$ cat src/rtl/core/tdcf_pkg.sv
`default_nettype none

package tdcf_pkg;

    // block geometry and register map
    localparam int          BLOCK_WORDS   = 64;
    localparam logic [5:0]  NO_CHAN       = 6'h3F;
    localparam logic [9:0]  WINDOW_RESET  = 10'd100;
    localparam int          PADDR_W       = 3;
    localparam logic [0:0]  REG_REPEAT_WINDOW = 1'b0;

    // word kinds carried in tuser
    typedef enum logic [1:0] {
        MODE_HEADER = 2'd0,
        MODE_BLOCK  = 2'd1,
        MODE_DIRECT = 2'd2,
        MODE_NONE   = 2'd3
    } mode_t;

    // one input item
    typedef struct packed {
        mode_t       mode;
        logic [15:0] word;
        logic [15:0] next_word;
        logic [5:0]  word_index;
        logic        responded;
    } item_t;

    // one result item
    typedef struct packed {
        logic        accepted;
        logic [4:0]  channel;
        logic [16:0] time_count;
        logic        edge_record;
        logic        edge_mode;
        logic [1:0]  resolution_shift;
        logic        single_word;
    } result_t;

endpackage

`default_nettype wire

$ cat src/rtl/core/tdcf_cfg.sv
`default_nettype none

module tdcf_cfg (
    input  wire logic                          clk,
    input  wire logic                          rst_n,
    input  wire logic                          psel,
    input  wire logic                          penable,
    input  wire logic                          pwrite,
    input  wire logic [tdcf_pkg::PADDR_W-1:0]  paddr,
    input  wire logic [31:0]                   pwdata,
    output logic      [31:0]                   prdata,
    output logic                               pready,
    output logic      [9:0]                    repeat_window
);

    logic [9:0] window_reg;
    logic       sel_window;

    // word address decode, byte offset ignored
    assign sel_window = (paddr[tdcf_pkg::PADDR_W-1:2] == tdcf_pkg::REG_REPEAT_WINDOW);
    assign pready     = 1'b1;

    // register write on the access cycle
    always_ff @(posedge clk or negedge rst_n)
    begin
        if (!rst_n)
        begin
            window_reg <= tdcf_pkg::WINDOW_RESET;
        end
        else if (psel && penable && pwrite && pready && sel_window)
        begin
            window_reg <= pwdata[9:0];
        end
    end

    // read back
    assign prdata        = sel_window ? {22'd0, window_reg} : 32'd0;
    assign repeat_window = window_reg;

endmodule

`default_nettype wire

$ cat src/rtl/core/tdcf_filter.sv
`default_nettype none

module tdcf_filter (
    input  wire logic              clk,
    input  wire logic              rst_n,
    input  wire logic              advance,
    input  wire tdcf_pkg::item_t   item,
    input  wire logic [9:0]        repeat_window,
    output logic                   res_valid,
    output tdcf_pkg::result_t      result
);

    // header and history state
    logic        edge_mode_reg, edge_mode_next;
    logic [1:0]  shift_reg, shift_next;
    logic        single_reg, single_next;
    logic [5:0]  last_chan_reg, last_chan_next;
    logic [5:0]  prior_chan_reg, prior_chan_next;
    logic [9:0]  last_time_reg, last_time_next;
    logic        pending_reg, pending_next;
    logic [15:0] pair_time_reg, pair_time_next;
    logic [4:0]  pair_chan_reg, pair_chan_next;

    // word fields
    logic [4:0]  ch;
    logic [9:0]  t;
    logic        er;
    logic        last_slot;
    logic        has_last;
    logic        same_chan;
    logic [9:0]  time_gap;
    logic        block_abort;
    logic [15:0] part;

    function automatic logic [15:0] pair_part(input logic [15:0] w);
        pair_part = w[8] ? {w[7:0], 8'h00} : {8'h00, w[7:0]};
    endfunction

    assign ch        = item.word[14:10];
    assign er        = item.word[9];
    assign t         = edge_mode_reg ? {1'b0, item.word[8:0]} : item.word[9:0];
    assign last_slot = (32'(item.word_index) == 32'(tdcf_pkg::BLOCK_WORDS - 1));
    assign has_last  = (last_chan_reg != tdcf_pkg::NO_CHAN);
    assign same_chan = has_last && (ch == last_chan_reg[4:0]);
    assign time_gap  = (t > last_time_reg) ? (t - last_time_reg) : (last_time_reg - t);
    assign part      = pair_part(item.word);

    // block end checks
    assign block_abort = ((item.word == 16'd0) && !last_slot && (item.next_word == 16'd0))
                      || (has_last && (ch < last_chan_reg[4:0]))
                      || (same_chan && ((last_chan_reg == prior_chan_reg)
                                        || (time_gap < repeat_window)));

    // decode and next state
    always_comb
    begin
        edge_mode_next  = edge_mode_reg;
        shift_next      = shift_reg;
        single_next     = single_reg;
        last_chan_next  = last_chan_reg;
        prior_chan_next = prior_chan_reg;
        last_time_next  = last_time_reg;
        pending_next    = pending_reg;
        pair_time_next  = pair_time_reg;
        pair_chan_next  = pair_chan_reg;
        res_valid          = 1'b0;
        result.accepted    = 1'b0;
        result.channel     = 5'd0;
        result.time_count  = 17'd0;
        result.edge_record = 1'b0;

        unique case (item.mode)
            tdcf_pkg::MODE_HEADER:
            begin
                pending_next    = 1'b0;
                edge_mode_next  = item.word[10];
                shift_next      = item.word[9:8];
                single_next     = !item.word[14];
                res_valid       = 1'b1;
                result.accepted = item.word[15];
            end
            tdcf_pkg::MODE_BLOCK:
            begin
                pending_next = 1'b0;
                res_valid    = 1'b1;
                if (block_abort)
                begin
                    last_chan_next  = tdcf_pkg::NO_CHAN;
                    prior_chan_next = tdcf_pkg::NO_CHAN;
                end
                else if (last_slot)
                begin
                    // history takes the word, then the block closes
                    last_time_next  = t;
                    last_chan_next  = tdcf_pkg::NO_CHAN;
                    prior_chan_next = tdcf_pkg::NO_CHAN;
                end
                else
                begin
                    last_time_next     = t;
                    prior_chan_next    = last_chan_reg;
                    last_chan_next     = {1'b0, ch};
                    result.accepted    = 1'b1;
                    result.channel     = ch;
                    result.time_count  = {7'd0, t};
                    result.edge_record = er;
                end
            end
            tdcf_pkg::MODE_DIRECT:
            begin
                if (pending_reg)
                begin
                    // second word of a pair
                    pending_next = 1'b0;
                    res_valid    = 1'b1;
                    if (!item.word[15])
                    begin
                        result.accepted    = 1'b1;
                        result.channel     = pair_chan_reg;
                        result.time_count  = {1'b0, pair_time_reg} + {1'b0, part};
                        result.edge_record = er;
                    end
                end
                else if (!item.responded || item.word[15])
                begin
                    res_valid = 1'b1;
                end
                else if (single_reg)
                begin
                    res_valid          = 1'b1;
                    result.accepted    = 1'b1;
                    result.channel     = ch;
                    result.time_count  = {7'd0, t};
                    result.edge_record = er;
                end
                else
                begin
                    // first word of a pair, held for the next item
                    pending_next   = 1'b1;
                    pair_time_next = part;
                    pair_chan_next = ch;
                end
            end
            default:
            begin
                res_valid = 1'b0;
            end
        endcase

        result.edge_mode        = edge_mode_next;
        result.resolution_shift = shift_next;
        result.single_word      = single_next;
    end

    // state update once per item
    always_ff @(posedge clk or negedge rst_n)
    begin
        if (!rst_n)
        begin
            edge_mode_reg  <= 1'b0;
            shift_reg      <= 2'd0;
            single_reg     <= 1'b1;
            last_chan_reg  <= tdcf_pkg::NO_CHAN;
            prior_chan_reg <= tdcf_pkg::NO_CHAN;
            last_time_reg  <= 10'd0;
            pending_reg    <= 1'b0;
            pair_time_reg  <= 16'd0;
            pair_chan_reg  <= 5'd0;
        end
        else if (advance)
        begin
            edge_mode_reg  <= edge_mode_next;
            shift_reg      <= shift_next;
            single_reg     <= single_next;
            last_chan_reg  <= last_chan_next;
            prior_chan_reg <= prior_chan_next;
            last_time_reg  <= last_time_next;
            pending_reg    <= pending_next;
            pair_time_reg  <= pair_time_next;
            pair_chan_reg  <= pair_chan_next;
        end
    end

endmodule

`default_nettype wire

$ cat src/rtl/core/tdc_readout_word_filter_top.sv
// the input register takes the item, the decode stage works on it, and the result
// register then loads its result item, which is offered from there
// throughput: one item per cycle unless m_tready stalls a full result register, set by
// the single decode stage between the input register and the result register that updates the history
// reset: rst_n is asynchronous, active low; it empties both registers, loads the
// header state (edge mode 0, shift 0, single word), clears history and pairs
`default_nettype none

module tdc_readout_word_filter_top (
    input  wire logic                          clk,
    input  wire logic                          rst_n,
    input  wire logic                          s_tvalid,
    output logic                               s_tready,
    // word[15:0], next_word[31:16], word_index[37:32], responded[38], ignored[39]
    input  wire logic [39:0]                   s_tdata,
    // mode[1:0]
    input  wire logic [1:0]                    s_tuser,
    output logic                               m_tvalid,
    input  wire logic                          m_tready,
    // accepted[0], channel[5:1], time_count[22:6], edge_record[23],
    // edge_mode[24], resolution_shift[26:25], single_word[27], zero[31:28]
    output logic      [31:0]                   m_tdata,
    input  wire logic                          psel,
    input  wire logic                          penable,
    input  wire logic                          pwrite,
    input  wire logic [tdcf_pkg::PADDR_W-1:0]  paddr,
    input  wire logic [31:0]                   pwdata,
    output logic      [31:0]                   prdata,
    output logic                               pready
);

    logic              in_valid_reg;
    tdcf_pkg::item_t   in_item_reg;
    logic              out_valid_reg;
    tdcf_pkg::result_t out_result_reg;
    logic              advance;
    logic              res_valid;
    tdcf_pkg::result_t result;
    logic [9:0]        repeat_window;

    // configuration register
    tdcf_cfg u_cfg (
        .clk           (clk),
        .rst_n         (rst_n),
        .psel          (psel),
        .penable       (penable),
        .pwrite        (pwrite),
        .paddr         (paddr),
        .pwdata        (pwdata),
        .prdata        (prdata),
        .pready        (pready),
        .repeat_window (repeat_window)
    );

    // pipeline moves when the result register is free or being drained
    assign advance  = in_valid_reg && (!out_valid_reg || m_tready);
    assign s_tready = !in_valid_reg || advance;

    // input register
    always_ff @(posedge clk or negedge rst_n)
    begin
        if (!rst_n)
        begin
            in_valid_reg <= 1'b0;
        end
        else if (s_tready)
        begin
            in_valid_reg <= s_tvalid;
        end
    end

    always_ff @(posedge clk)
    begin
        if (s_tvalid && s_tready)
        begin
            in_item_reg.mode       <= tdcf_pkg::mode_t'(s_tuser);
            in_item_reg.word       <= s_tdata[15:0];
            in_item_reg.next_word  <= s_tdata[31:16];
            in_item_reg.word_index <= s_tdata[37:32];
            in_item_reg.responded  <= s_tdata[38];
        end
    end

    // decode and history
    tdcf_filter u_filter (
        .clk           (clk),
        .rst_n         (rst_n),
        .advance       (advance),
        .item          (in_item_reg),
        .repeat_window (repeat_window),
        .res_valid     (res_valid),
        .result        (result)
    );

    // result register
    always_ff @(posedge clk or negedge rst_n)
    begin
        if (!rst_n)
        begin
            out_valid_reg <= 1'b0;
        end
        else if (advance)
        begin
            out_valid_reg <= res_valid;
        end
        else if (m_tready)
        begin
            out_valid_reg <= 1'b0;
        end
    end

    always_ff @(posedge clk)
    begin
        if (advance && res_valid)
        begin
            out_result_reg <= result;
        end
    end

    assign m_tvalid = out_valid_reg;
    assign m_tdata  = {4'd0,
                       out_result_reg.single_word,
                       out_result_reg.resolution_shift,
                       out_result_reg.edge_mode,
                       out_result_reg.edge_record,
                       out_result_reg.time_count,
                       out_result_reg.channel,
                       out_result_reg.accepted};

endmodule

`default_nettype wire

$ cat config.mk
export PLATFORM = sky130hd
export DESIGN_NAME = tdc_readout_word_filter_top
export DESIGN_NICKNAME = d
export VERILOG_FILES = /design/src/rtl/core/tdcf_pkg.sv /design/src/rtl/core/tdcf_cfg.sv /design/src/rtl/core/tdcf_filter.sv /design/src/rtl/core/tdc_readout_word_filter_top.sv
export SDC_FILE = /design/constraint.sdc
export NUM_CORES = 1
export LEC_CHECK = 0
export BUFFER_PORTS_ARGS = -buffer_cell sky130_fd_sc_hd__buf_4
export CAP_MARGIN = 0
export CORE_MARGIN = 4
export CORE_UTILIZATION = 30
export CTS_BUF_LIST = sky130_fd_sc_hd__clkbuf_4
export DETAILED_ROUTE_END_ITERATION = 12
export MAX_ROUTING_LAYER = met4
export PLACE_DENSITY_LB_ADDON = 0.1
export SYNTH_ARGS = -nofsm -noshare
export SYNTH_HDL_FRONTEND = slang
export SYNTH_HIERARCHICAL = 1
export SYNTH_SLANG_ARGS = --single-unit
$ cat constraint.sdc
create_clock -name clk -period 8.6 [get_ports clk]
set_input_delay 1.72 -clock clk [delete_from_list [all_inputs] [get_ports clk]]
set_output_delay 1.72 -clock clk [all_outputs]
set_load 0.1 [all_outputs]
==> metrics.cfg, run 1 <==
[run_status]
status = complete, no violations

[routing]
routedWlPerCell_um = 16.1
drt_iter0_markers = 247
drc = 0
num_vias = 5199
drt.antenna.violating_nets = 0
vias_per_cell = 4.68
firstDrtPassIters = 5
drt-total-wl_mm = 17.9

[setup_path]
worstSetupPathType = reg2reg
cp_data_required_time_ns = 8.86
arrival_ns = 5.47
cp-start-kind = flip-flop
path_max_fanout = 13
cp-end-kind = flip-flop

[timing]
timing.slew.headroom_pct = 21.0
period_share_pct = 60.5
fin_tns_setup_ns = 0
rsz0062_at_grt = no
holdWs_ns = 0.503
setup_slack_ns = 3.40
skew_ns = 0.0176
hold_viol = 0
tightest_slew_ns = 1.18
setup_viol = 0
max_freq_ghz = 0.192
slew_violations = 0
finalCriticalPeriod_ns = 5.20

[clock_network]
htree_levels = 4
cts_sinks = 129
cts_resized = 0
path_clk_slew_ns = 0.13
clock_latency_ns = 0.55
ctsHoldBuffers = 0
root_buffer = clkbuf_4
cts_buffers = 17
post-cts-setup-buffer-count = 0
tritoncts = built
clk_path_buf_depth = 2

[synthesis]
yosysTopAreaCell = edfxtp_1
netlist.area_leader.share_pct = 27.9
synth_area_leaders = edfxtp_1, dfrtp_1, ha_1, dfstp_2, mux2_2
postSynthCellCount = 674
ys_warn_count = 6
synth_area_um2 = 7420
postSynthAreaPerCell_um2 = 11.0
synth_seq_area_share_pct = 48.4
yosys_most_used_dff = edfxtp_1
synth_edf_count = 69
async_flop_share_pct = 46.5
ys_types = 70
ys_ff_latch = 129

[grt]
grt_pass1_wl_mm = 28.4
grt-ovfl-total = 0
grtUsageTotal_pct = 13.8
grt_pass1_vias = 5348
grt_start_max_net_pins = 61
antenna_found_initial = 1

[die]
die_w_um = 165
core_area_um2 = 24300
dieArea_um2 = 27300
initial_core_util_pct = 30.5
io_pins = 151
num_rows = 57
die_y_um = 165

[cells_and_area]
fin_cells = 1112
synthToLayoutAreaGrowth_pct = 17.3
largest_reg_flops = 41
layout-drive-gt1-share_pct = 27.1
fin_nets = 914

[placed_design]
dp_slack_ns = 3.37
post-dp-hpwl_mm = 13.2
io_buffers = 98
place_inst = 1079
gp_routability_congestion = 0.823

[power_and_ir_drop]
leakage_nw = 3.80
ir_worst_vdd_uv = 113
power.density_nw_per_um2 = 286
total_power_mw = 2.49

[run]
drv_cap = 0

[min_path]
hold_class = reg2reg

==> logic make-up after synthesis <==
| group | synth area share (%) |
|---|---|
| and+or+nand+nor | 12.5 |
| other | 0.152 |
| AOI/OAI and AO/OA | 12.8 |
| buffers and inverters | 6.64 |
| xor gates and xnor gates | 2.83 |
| muxes | 6.93 |
| adders and majority gates | 9.74 |
| DFF | 48.4 |
==> cell usage after synthesis, types with 5 or more instances <==
| master | instances |
|---|---|
| clkbuf_1 | 13 |
| a21oi_1 | 42 |
| nor2b_1 | 16 |
| dfrtp_1 | 44 |
| ha_1 | 53 |
| mux2_2 | 27 |
| buf_4 | 29 |
| nand3_1 | 17 |
| nand2_1 | 40 |
| edfxtp_1 | 69 |
| nand2b_1 | 9 |
| xnor2_1 | 15 |
| a31oi_1 | 8 |
| mux2i_1 | 6 |
| xor2_1 | 9 |
| a21bo_2 | 5 |
| mux2_4 | 10 |
| a21o_1 | 10 |
| o21ai_0 | 28 |
| nor4_1 | 13 |
| nor2_1 | 56 |
| o21bai_1 | 6 |
| nand4_1 | 5 |
| inv_1 | 49 |
| dfstp_2 | 16 |
==> per-stage QoR <==
step	area, um^2	util, %
floorplan	7510	-
global placement	8390	34.5
detailed placement	8390	34.5
CTS	8710	35.8
global route	8710	35.8
finish	8710	35.8
==> area by class of cell <==
type,count,area [um^2]
multi-input combinational,473,3430
clock buffer,18,135
timing repair buffer,103,773
antenna,1,2.50
fill,2449,15600
tap,324,405
inverter,50,188
clock inverter,14,180
sequential,129,3590
==> worst max-delay path, cell delays in order (launching register included) <==
cell	delay, ns
edfxtp_1	0.52
inv_1	0.17
ha_1	0.44
and2_4	0.19
nand3_1	0.15
o221a_1	0.31
a21oi_2	0.52
mux2_2	0.43
a31oi_2	0.15
xnor2_1	0.14
ha_1	0.26
a21o_1	0.21
a2111oi_4	0.38
a211oi_2	0.11
buf_4	0.22
a21oi_2	0.55
a21oi_1	0.17
==> worst paths after layout <==
kind,from,end,slack [ns],depth (start not counted)
setup / recovery,in_item_reg[28],m_tdata[10],3.40,16
hold / removal,u_filter/pair_chan_reg[0],u_filter/pair_chan_reg[0],0.50,2
setup reg to reg,in_item_reg[28],m_tdata[10],3.40,16
hold reg to reg,u_filter/pair_chan_reg[0],u_filter/pair_chan_reg[0],0.50,2
max in group asynchronous,rst_n,u_cfg/repeat_window[8],6.80,1
min in group asynchronous,rst_n,m_tvalid,1.24,1
==> routing by layer <==
metal | vias to the layer above | global-route usage, % | share of wire [%]
met1 | 2506 | 18.5 | 47
met4 | 0 | 3.71 | 1.1
li1 | 2543 | - | -
met5 | - | - | 0
met2 | 137 | 21.6 | 47
met3 | 13 | 2.68 | 4.8
==> placed cells by master, fill, tap and decap left out, types with 4 or more instances in the layout <==
cell / synthesis / final
a21bo_2: 5 / 5
a21o_1: 10 / 10
a21oi_1: 42 / 42
a31oi_1: 8 / 8
buf_4: 29 / 103
clkbuf_4: 0 / 18
clkinvlp_4: 0 / 4
conb_1: 3 / 27
dfrtp_1: 44 / 44
dfstp_2: 16 / 16
edfxtp_1: 69 / 69
ha_1: 53 / 53
inv_1: 49 / 49
inv_6: 0 / 4
mux2_2: 27 / 27
mux2_4: 10 / 10
mux2i_1: 6 / 6
nand2_1: 40 / 40
nand2b_1: 9 / 9
nand3_1: 17 / 17
nand4_1: 5 / 5
nor2_1: 56 / 56
nor2b_1: 16 / 15
nor3_1: 4 / 4
nor4_1: 13 / 13
o21a_1: 4 / 4
o21ai_0: 28 / 28
o21bai_1: 6 / 6
xnor2_1: 15 / 15
xor2_1: 9 / 9
==> report_power, final <==
part | total [mW] | switching, mW | internal (mW)
registers | 0.872 | 0.0789 | 0.793
logic | 1.15 | 0.715 | 0.436
clock network | 0.466 | 0.257 | 0.210
No activity file was read; power rests on OpenSTA's default activity.
==> run 2: changes to the inputs <==
--- a/config.mk
+++ b/config.mk
@@ -5,6 +5,7 @@
 export SDC_FILE = /design/constraint.sdc
 export NUM_CORES = 1
 export LEC_CHECK = 0
+export ABC_AREA = 1
 export BUFFER_PORTS_ARGS = -buffer_cell sky130_fd_sc_hd__buf_4
 export CAP_MARGIN = 0
 export CORE_MARGIN = 4
==> constraint.sdc (replaced) <==
create_clock -name clk -period 4.8 [get_ports clk]
set_input_delay 0.96 -clock clk [delete_from_list [all_inputs] [get_ports clk]]
set_output_delay 0.96 -clock clk [all_outputs]
set_load 0.1 [all_outputs]
==> metrics.cfg, run 2 <==
[die]
num_rows = 59
dieArea_um2 = 29300
io_pins = 151
die_w_um = 171
initial_core_util_pct = 30.6
die_y_um = 171
core_area_um2 = 26100

[synthesis]
synth_top_family_by_area = simple AND/OR/NAND/NOR gates
synth_fa_ha_area_share_pct = 9.05
yosys_most_used_dff = edfxtp_1
ys_types = 44
synth_simple_gate_area_share_pct = 21.8
postSynthCellCount = 977
async_flop_share_pct = 46.5
yosysMostFrequentCell = nand2_1
yosysTopAreaCell = edfxtp_1
synth_seq_area_share_pct = 45.0
synthXorXnorAreaFrac_pct = 2.52
synthTopCellsByCount = nand2_1, inv_1, nor2_1, edfxtp_1, o21ai_0
synth_area_leaders = edfxtp_1, dfrtp_1, nand2_1, ha_1, inv_1
ys_ff_latch = 129
synthMuxAreaShare_pct = 0.251
synth_edf_count = 69
netlist.area_leader.share_pct = 25.9
postSynthAreaPerCell_um2 = 8.18
synth_compound_area_share_pct = 10.3
synth_area_um2 = 7990
ys_warn_count = 6

[run_status]
status = complete, no violations

[routing]
num_vias = 6345
routedWlPerCell_um = 14.9
drt.antenna.violating_nets = 0
firstDrtPassIters = 5
vias_per_cell = 4.47
drt_iter0_markers = 386
drt-total-wl_mm = 21.1
drc = 0

[clock_network]
clk_path_buf_depth = 2
tritoncts = built
cts_sinks = 129
ctsHoldBuffers = 0
post-cts-setup-buffer-count = 0
clock_latency_ns = 0.56
path_clk_slew_ns = 0.15
htree_levels = 4
cts_resized = 0
cts_buffers = 17
root_buffer = clkbuf_4

[cells_and_area]
fin_cells = 1421
largest_reg_flops = 41
final_cell_mix = nand2_1, inv_1, buf_4
finish.utilization_pct = 35.5
design_area_um2 = 9270
synthToLayoutAreaGrowth_pct = 16.0
fin_nets = 1212
final_common_cell = nand2_1
layout-drive-gt1-share_pct = 16.8

[grt]
grt_pass1_vias = 6204
grt_start_max_net_pins = 61
antenna_found_initial = 1
grt-ovfl-total = 0
grtUsageTotal_pct = 15.3
grt_pass1_wl_mm = 33.6

[placed_design]
post-dp-hpwl_mm = 15.9
gp_routability_congestion = 0.894
place_inst = 1388
placed_cell_area_um2 = 8940
io_buffers = 98

[min_path]
hold_class = reg2reg

[timing]
holdWs_ns = 0.483
fin_tns_setup_ns = 0
max_freq_ghz = 0.240
rsz0062_at_grt = no
slew_violations = 0
finalCriticalPeriod_ns = 4.17
skew_ns = 0.0286
setup_viol = 0
hold_viol = 0
tightest_slew_ns = 0.915
timing.slew.headroom_pct = 38.9
period_share_pct = 86.9

[setup_path]
path_max_fanout = 11
arrival_ns = 4.59
cp_data_required_time_ns = 5.22
cp-start-kind = flip-flop
cp-end-kind = flip-flop
worstSetupPathType = reg2reg

[power_and_ir_drop]
leakage_nw = 4.50
ir_worst_vdd_uv = 180
power.density_nw_per_um2 = 484

[run]
drv_cap = 0

[run 2: changes by cell type after synthesis, sizes merged, moves of 26 or more]
cell,before,now
o21ai,29,80
nand3,17,43
inv,49,139
nand2,40,260
mux2,37,0
nor2,58,99
[run 2: logic make-up after synthesis]
family,after synthesis
AO/OA/AOI/OAI,149
other,3
flip-flops,129
buffers and inverters,192
multiplexers,2
adder cells (fa/ha/maj),56
AND/OR/NAND/NOR,423
XOR/XNOR,23
[run 2: per-stage QoR]
| stage | power, mW | setup slack (ns) |
|---|---|---|
| 2_1_floorplan | 3.18 | 1.45 |
| 3_3_place_gp | 3.65 | 0.482 |
| 3_5_place_dp | 3.66 | 0.491 |
| 4_1_cts | 4.55 | 0.420 |
| 5_1_grt | 4.91 | 0.173 |
| 6_report | 4.49 | 0.629 |
[run 2: path summary, 6_finish.rpt]
kind | start | to | slack (ns) | cells after the start
setup / recovery | in_item_reg[27] | m_tdata[7] | 0.63 | 24
hold / removal | u_cfg/repeat_window[2] | u_cfg/repeat_window[2] | 0.48 | 2
setup reg to reg | in_item_reg[27] | m_tdata[7] | 0.63 | 24
hold reg to reg | u_cfg/repeat_window[2] | u_cfg/repeat_window[2] | 0.48 | 2
max in group asynchronous | rst_n | u_filter/last_time_reg[3] | 3.76 | 1
min in group asynchronous | rst_n | u_filter/last_time_reg[5] | 0.50 | 1
[run 2: area by class of cell]
type	count	area, um^2
sequential	129	3590
clock buffer	17	128
fill	2835	16900
inverter	140	526
multi-input combinational	680	3620
clock inverter	15	195
timing repair buffer	104	781
antenna	1	2.50
tap	335	419
[run 2: where the power goes]
part	total (mW)	leakage (nW)	internal, mW	switching [mW]
Sequential	1.55	1.39	1.41	0.138
Combinational	2.06	2.93	0.678	1.38
Clock	0.874	0.172	0.379	0.496
[run 2: worst max-delay path, cell delays in order (launching register included)]
cell	delay, ns
edfxtp_1	0.58
inv_1	0.19
ha_1	0.47
nand2_1	0.15
inv_2	0.11
nand2_1	0.05
nand2_1	0.08
nand2_1	0.05
nand4_1	0.08
nand2_2	0.16
inv_2	0.17
nand2_1	0.07
nand2_1	0.05
inv_1	0.04
ha_1	0.28
nand2_1	0.06
nor2_1	0.16
nand3_1	0.09
nand3_1	0.21
nand2_1	0.10
nand2_2	0.21
nand3_2	0.26
o21ai_1	0.22
nand2_1	0.08
nand2_1	0.10
[run 2: per-layer routing]
layer	vias up	GRT usage [%]	wire (um)	share of wire, %
li1	3286	-	-	-
met4	0	4.44	391	1.9
met2	150	22.9	9390	44
met5	-	-	0	0
met3	27	3.31	1070	5.1
met1	2882	20.8	10300	49
==> run 3: changes to the inputs <==
--- a/config.mk
+++ b/config.mk
@@ -11,9 +11,11 @@
 export CORE_MARGIN = 4
 export CORE_UTILIZATION = 30
 export CTS_BUF_LIST = sky130_fd_sc_hd__clkbuf_4
+export CTS_CLUSTER_DIAMETER = 60
 export DETAILED_ROUTE_END_ITERATION = 12
 export MAX_ROUTING_LAYER = met4
 export PLACE_DENSITY_LB_ADDON = 0.1
+export REMOVE_ABC_BUFFERS = 1
 export SYNTH_ARGS = -nofsm -noshare
 export SYNTH_HDL_FRONTEND = slang
 export SYNTH_HIERARCHICAL = 1
==> metrics.cfg, run 3 (same netlist as run 2, synthesis figures left out) <==
[run_status]
status = complete, no violations

[setup_path]
cp-start-kind = flip-flop
worstRegToRegCells = 22
cp-end-kind = flip-flop
arrival_ns = 4.46
r2r_start = in_item_reg[23]
worstSetupPathType = reg2reg
crit_path_frequent_cell = nand2_1
path_max_fanout = 11
rrSetupSlack_ns = 0.75
critPathSlowestCell = edfxtp_1
critical_path.max_stage_delay_ns = 0.53
rr_endpoint = m_tdata[7]
crit_chain = inv_1 -> ha_1 -> inv_1 -> fa_1 -> nand4_1 -> nand4_1 -> nand2_2 -> buf_4 -> nand2_1 -> nand2_1 -> inv_1 -> ha_1 -> nand2_1 -> nor2_1 -> nand3_1 -> nand3_1 -> nand2_1 -> nand2_1 -> nand3_2 -> o21ai_1 -> nand2_1 -> nand2_1
cp_data_required_time_ns = 5.21

[die]
io_pins = 151
die_y_um = 171
dieArea_um2 = 29300
die_w_um = 171
core_area_um2 = 26100
initial_core_util_pct = 30.6
num_rows = 59

[clock_network]
clk_path_buf_depth = 2
path_clk_slew_ns = 0.15
tritoncts = built
root_buffer = clkbuf_4
cts_sinks = 129
ctsHoldBuffers = 0
post-cts-setup-buffer-count = 0
clock_latency_ns = 0.56
cts_buffers = 17
cts_resized = 0
htree_levels = 4

[timing]
slew_violations = 0
hold_viol = 0
skew_ns = 0.0352
rsz0062_at_grt = no
timing.slew.headroom_pct = 44.3
fin_tns_setup_ns = 0
tightest_slew_ns = 0.833
period_share_pct = 84.3
setup_slack_ns = 0.752
max_freq_ghz = 0.247
finalCriticalPeriod_ns = 4.05
setup_viol = 0

[power_and_ir_drop]
p_switching_mw = 2.03
power.density_nw_per_um2 = 481
combPwrFrac_pct = 46.0
clkPwrFrac_pct = 19.5
intPower_mw = 2.45
power.share.sequential_pct = 34.5
leakage_nw = 4.53
swShare_pct = 45.3
ir_worst_vdd_uv = 155

[placed_design]
dp_slack_ns = 0.746
io_buffers = 98
post-dp-hpwl_mm = 16.2
gp_routability_congestion = 0.868

[routing]
vias_per_cell = 4.45
drt-total-wl_mm = 20.8
drc = 0
drt_iter0_markers = 369
firstDrtPassIters = 5
drt.antenna.violating_nets = 0
routedWlPerCell_um = 14.6
num_vias = 6357

[cells_and_area]
final_cell_mix = nand2_1, inv_1, buf_4
layout-drive-gt1-share_pct = 17.1
largest_reg_flops = 41
finish.utilization_pct = 35.7
synthToLayoutAreaGrowth_pct = 16.6
fin_nets = 1218
final_common_cell = nand2_1

[grt]
grtUsageTotal_pct = 14.8
grt_pass1_vias = 6231
grt-ovfl-total = 0
grt_start_max_net_pins = 61
grt_pass1_wl_mm = 33.1
antenna_found_initial = 1

[run]
drv_cap = 0

[min_path]
hold_class = in2async

run 3: cell count changes in the layout (fill, tap and decap cells not counted), moves of 2 or more:
cell,change
inv_6,-3
buf_4,+6
clkinv_4,-2
inv_8,+4
clkinv_8,+3
run 3: worst max-delay path, delay by kind of cell (launching register included):
kind	cells	cell delay, ns
and+or+nand+nor	14	1.82
AOI/OAI and AO/OA	1	0.20
DFF	1	0.53
buffers and inverters	4	0.44
adders and majority gates	3	0.92
run 3: worst max-delay path by stage:
stage / start / endpoint / cells after the start
6_report: in_item_reg[23] / m_tdata[7] / 22
5_1_grt: in_item_reg[23] / u_filter/prior_chan_reg[0] / 21
4_1_cts: in_item_reg[23] / u_filter/prior_chan_reg[0] / 21
3_5_place_dp: in_item_reg[23] / u_filter/prior_chan_reg[0] / 21
3_3_place_gp: in_item_reg[23] / u_filter/prior_chan_reg[0] / 21
2_1_floorplan: in_item_reg[31] / u_filter/last_time_reg[0] / 21
run 3: area by class of cell:
| cell class | instances | area, um^2 |
|---|---|---|
| antenna | 2 | 5.00 |
| clock buffer | 17 | 128 |
| clock inverter | 15 | 210 |
| fill | 2796 | 16800 |
| inverter | 140 | 526 |
| multi-input combinational | 680 | 3610 |
| sequential | 129 | 3590 |
| tap | 335 | 419 |
| timing repair buffer | 110 | 826 |
run 3: metal layers:
layer | GRT usage [%] | part of all wire, % | wire (um) | vias up
met2 | 23.9 | 48 | 9930 | 125
met1 | 19.7 | 48 | 9940 | 2919
met5 | - | 0 | 0 | -
met4 | 3.27 | 1.1 | 227 | 0
li1 | - | - | - | 3300
met3 | 2.67 | 3.5 | 733 | 13
run 3: per-stage QoR:
step           hold slack [ns]  cell area [um^2]  power, mW  std cells
2_1_floorplan            0.448              7730       3.13        949
3_3_place_gp             0.464              8980       3.65       1394
3_5_place_dp             0.464              8980       3.66       1394
4_1_cts                  0.478              9320       4.56       1426
5_1_grt                  0.483              9320       4.89       1428
6_report                 0.476              9320       4.48       1428
run 3: power groups by stage:
stage	combinational, mW	clock, mW	sequential (mW)
2_1_floorplan	1.46	0	1.68
3_3_place_gp	2.08	0	1.57
3_5_place_dp	2.08	0	1.57
4_1_cts	2.09	0.915	1.55
5_1_grt	2.36	0.962	1.58
6_report	2.06	0.873	1.55
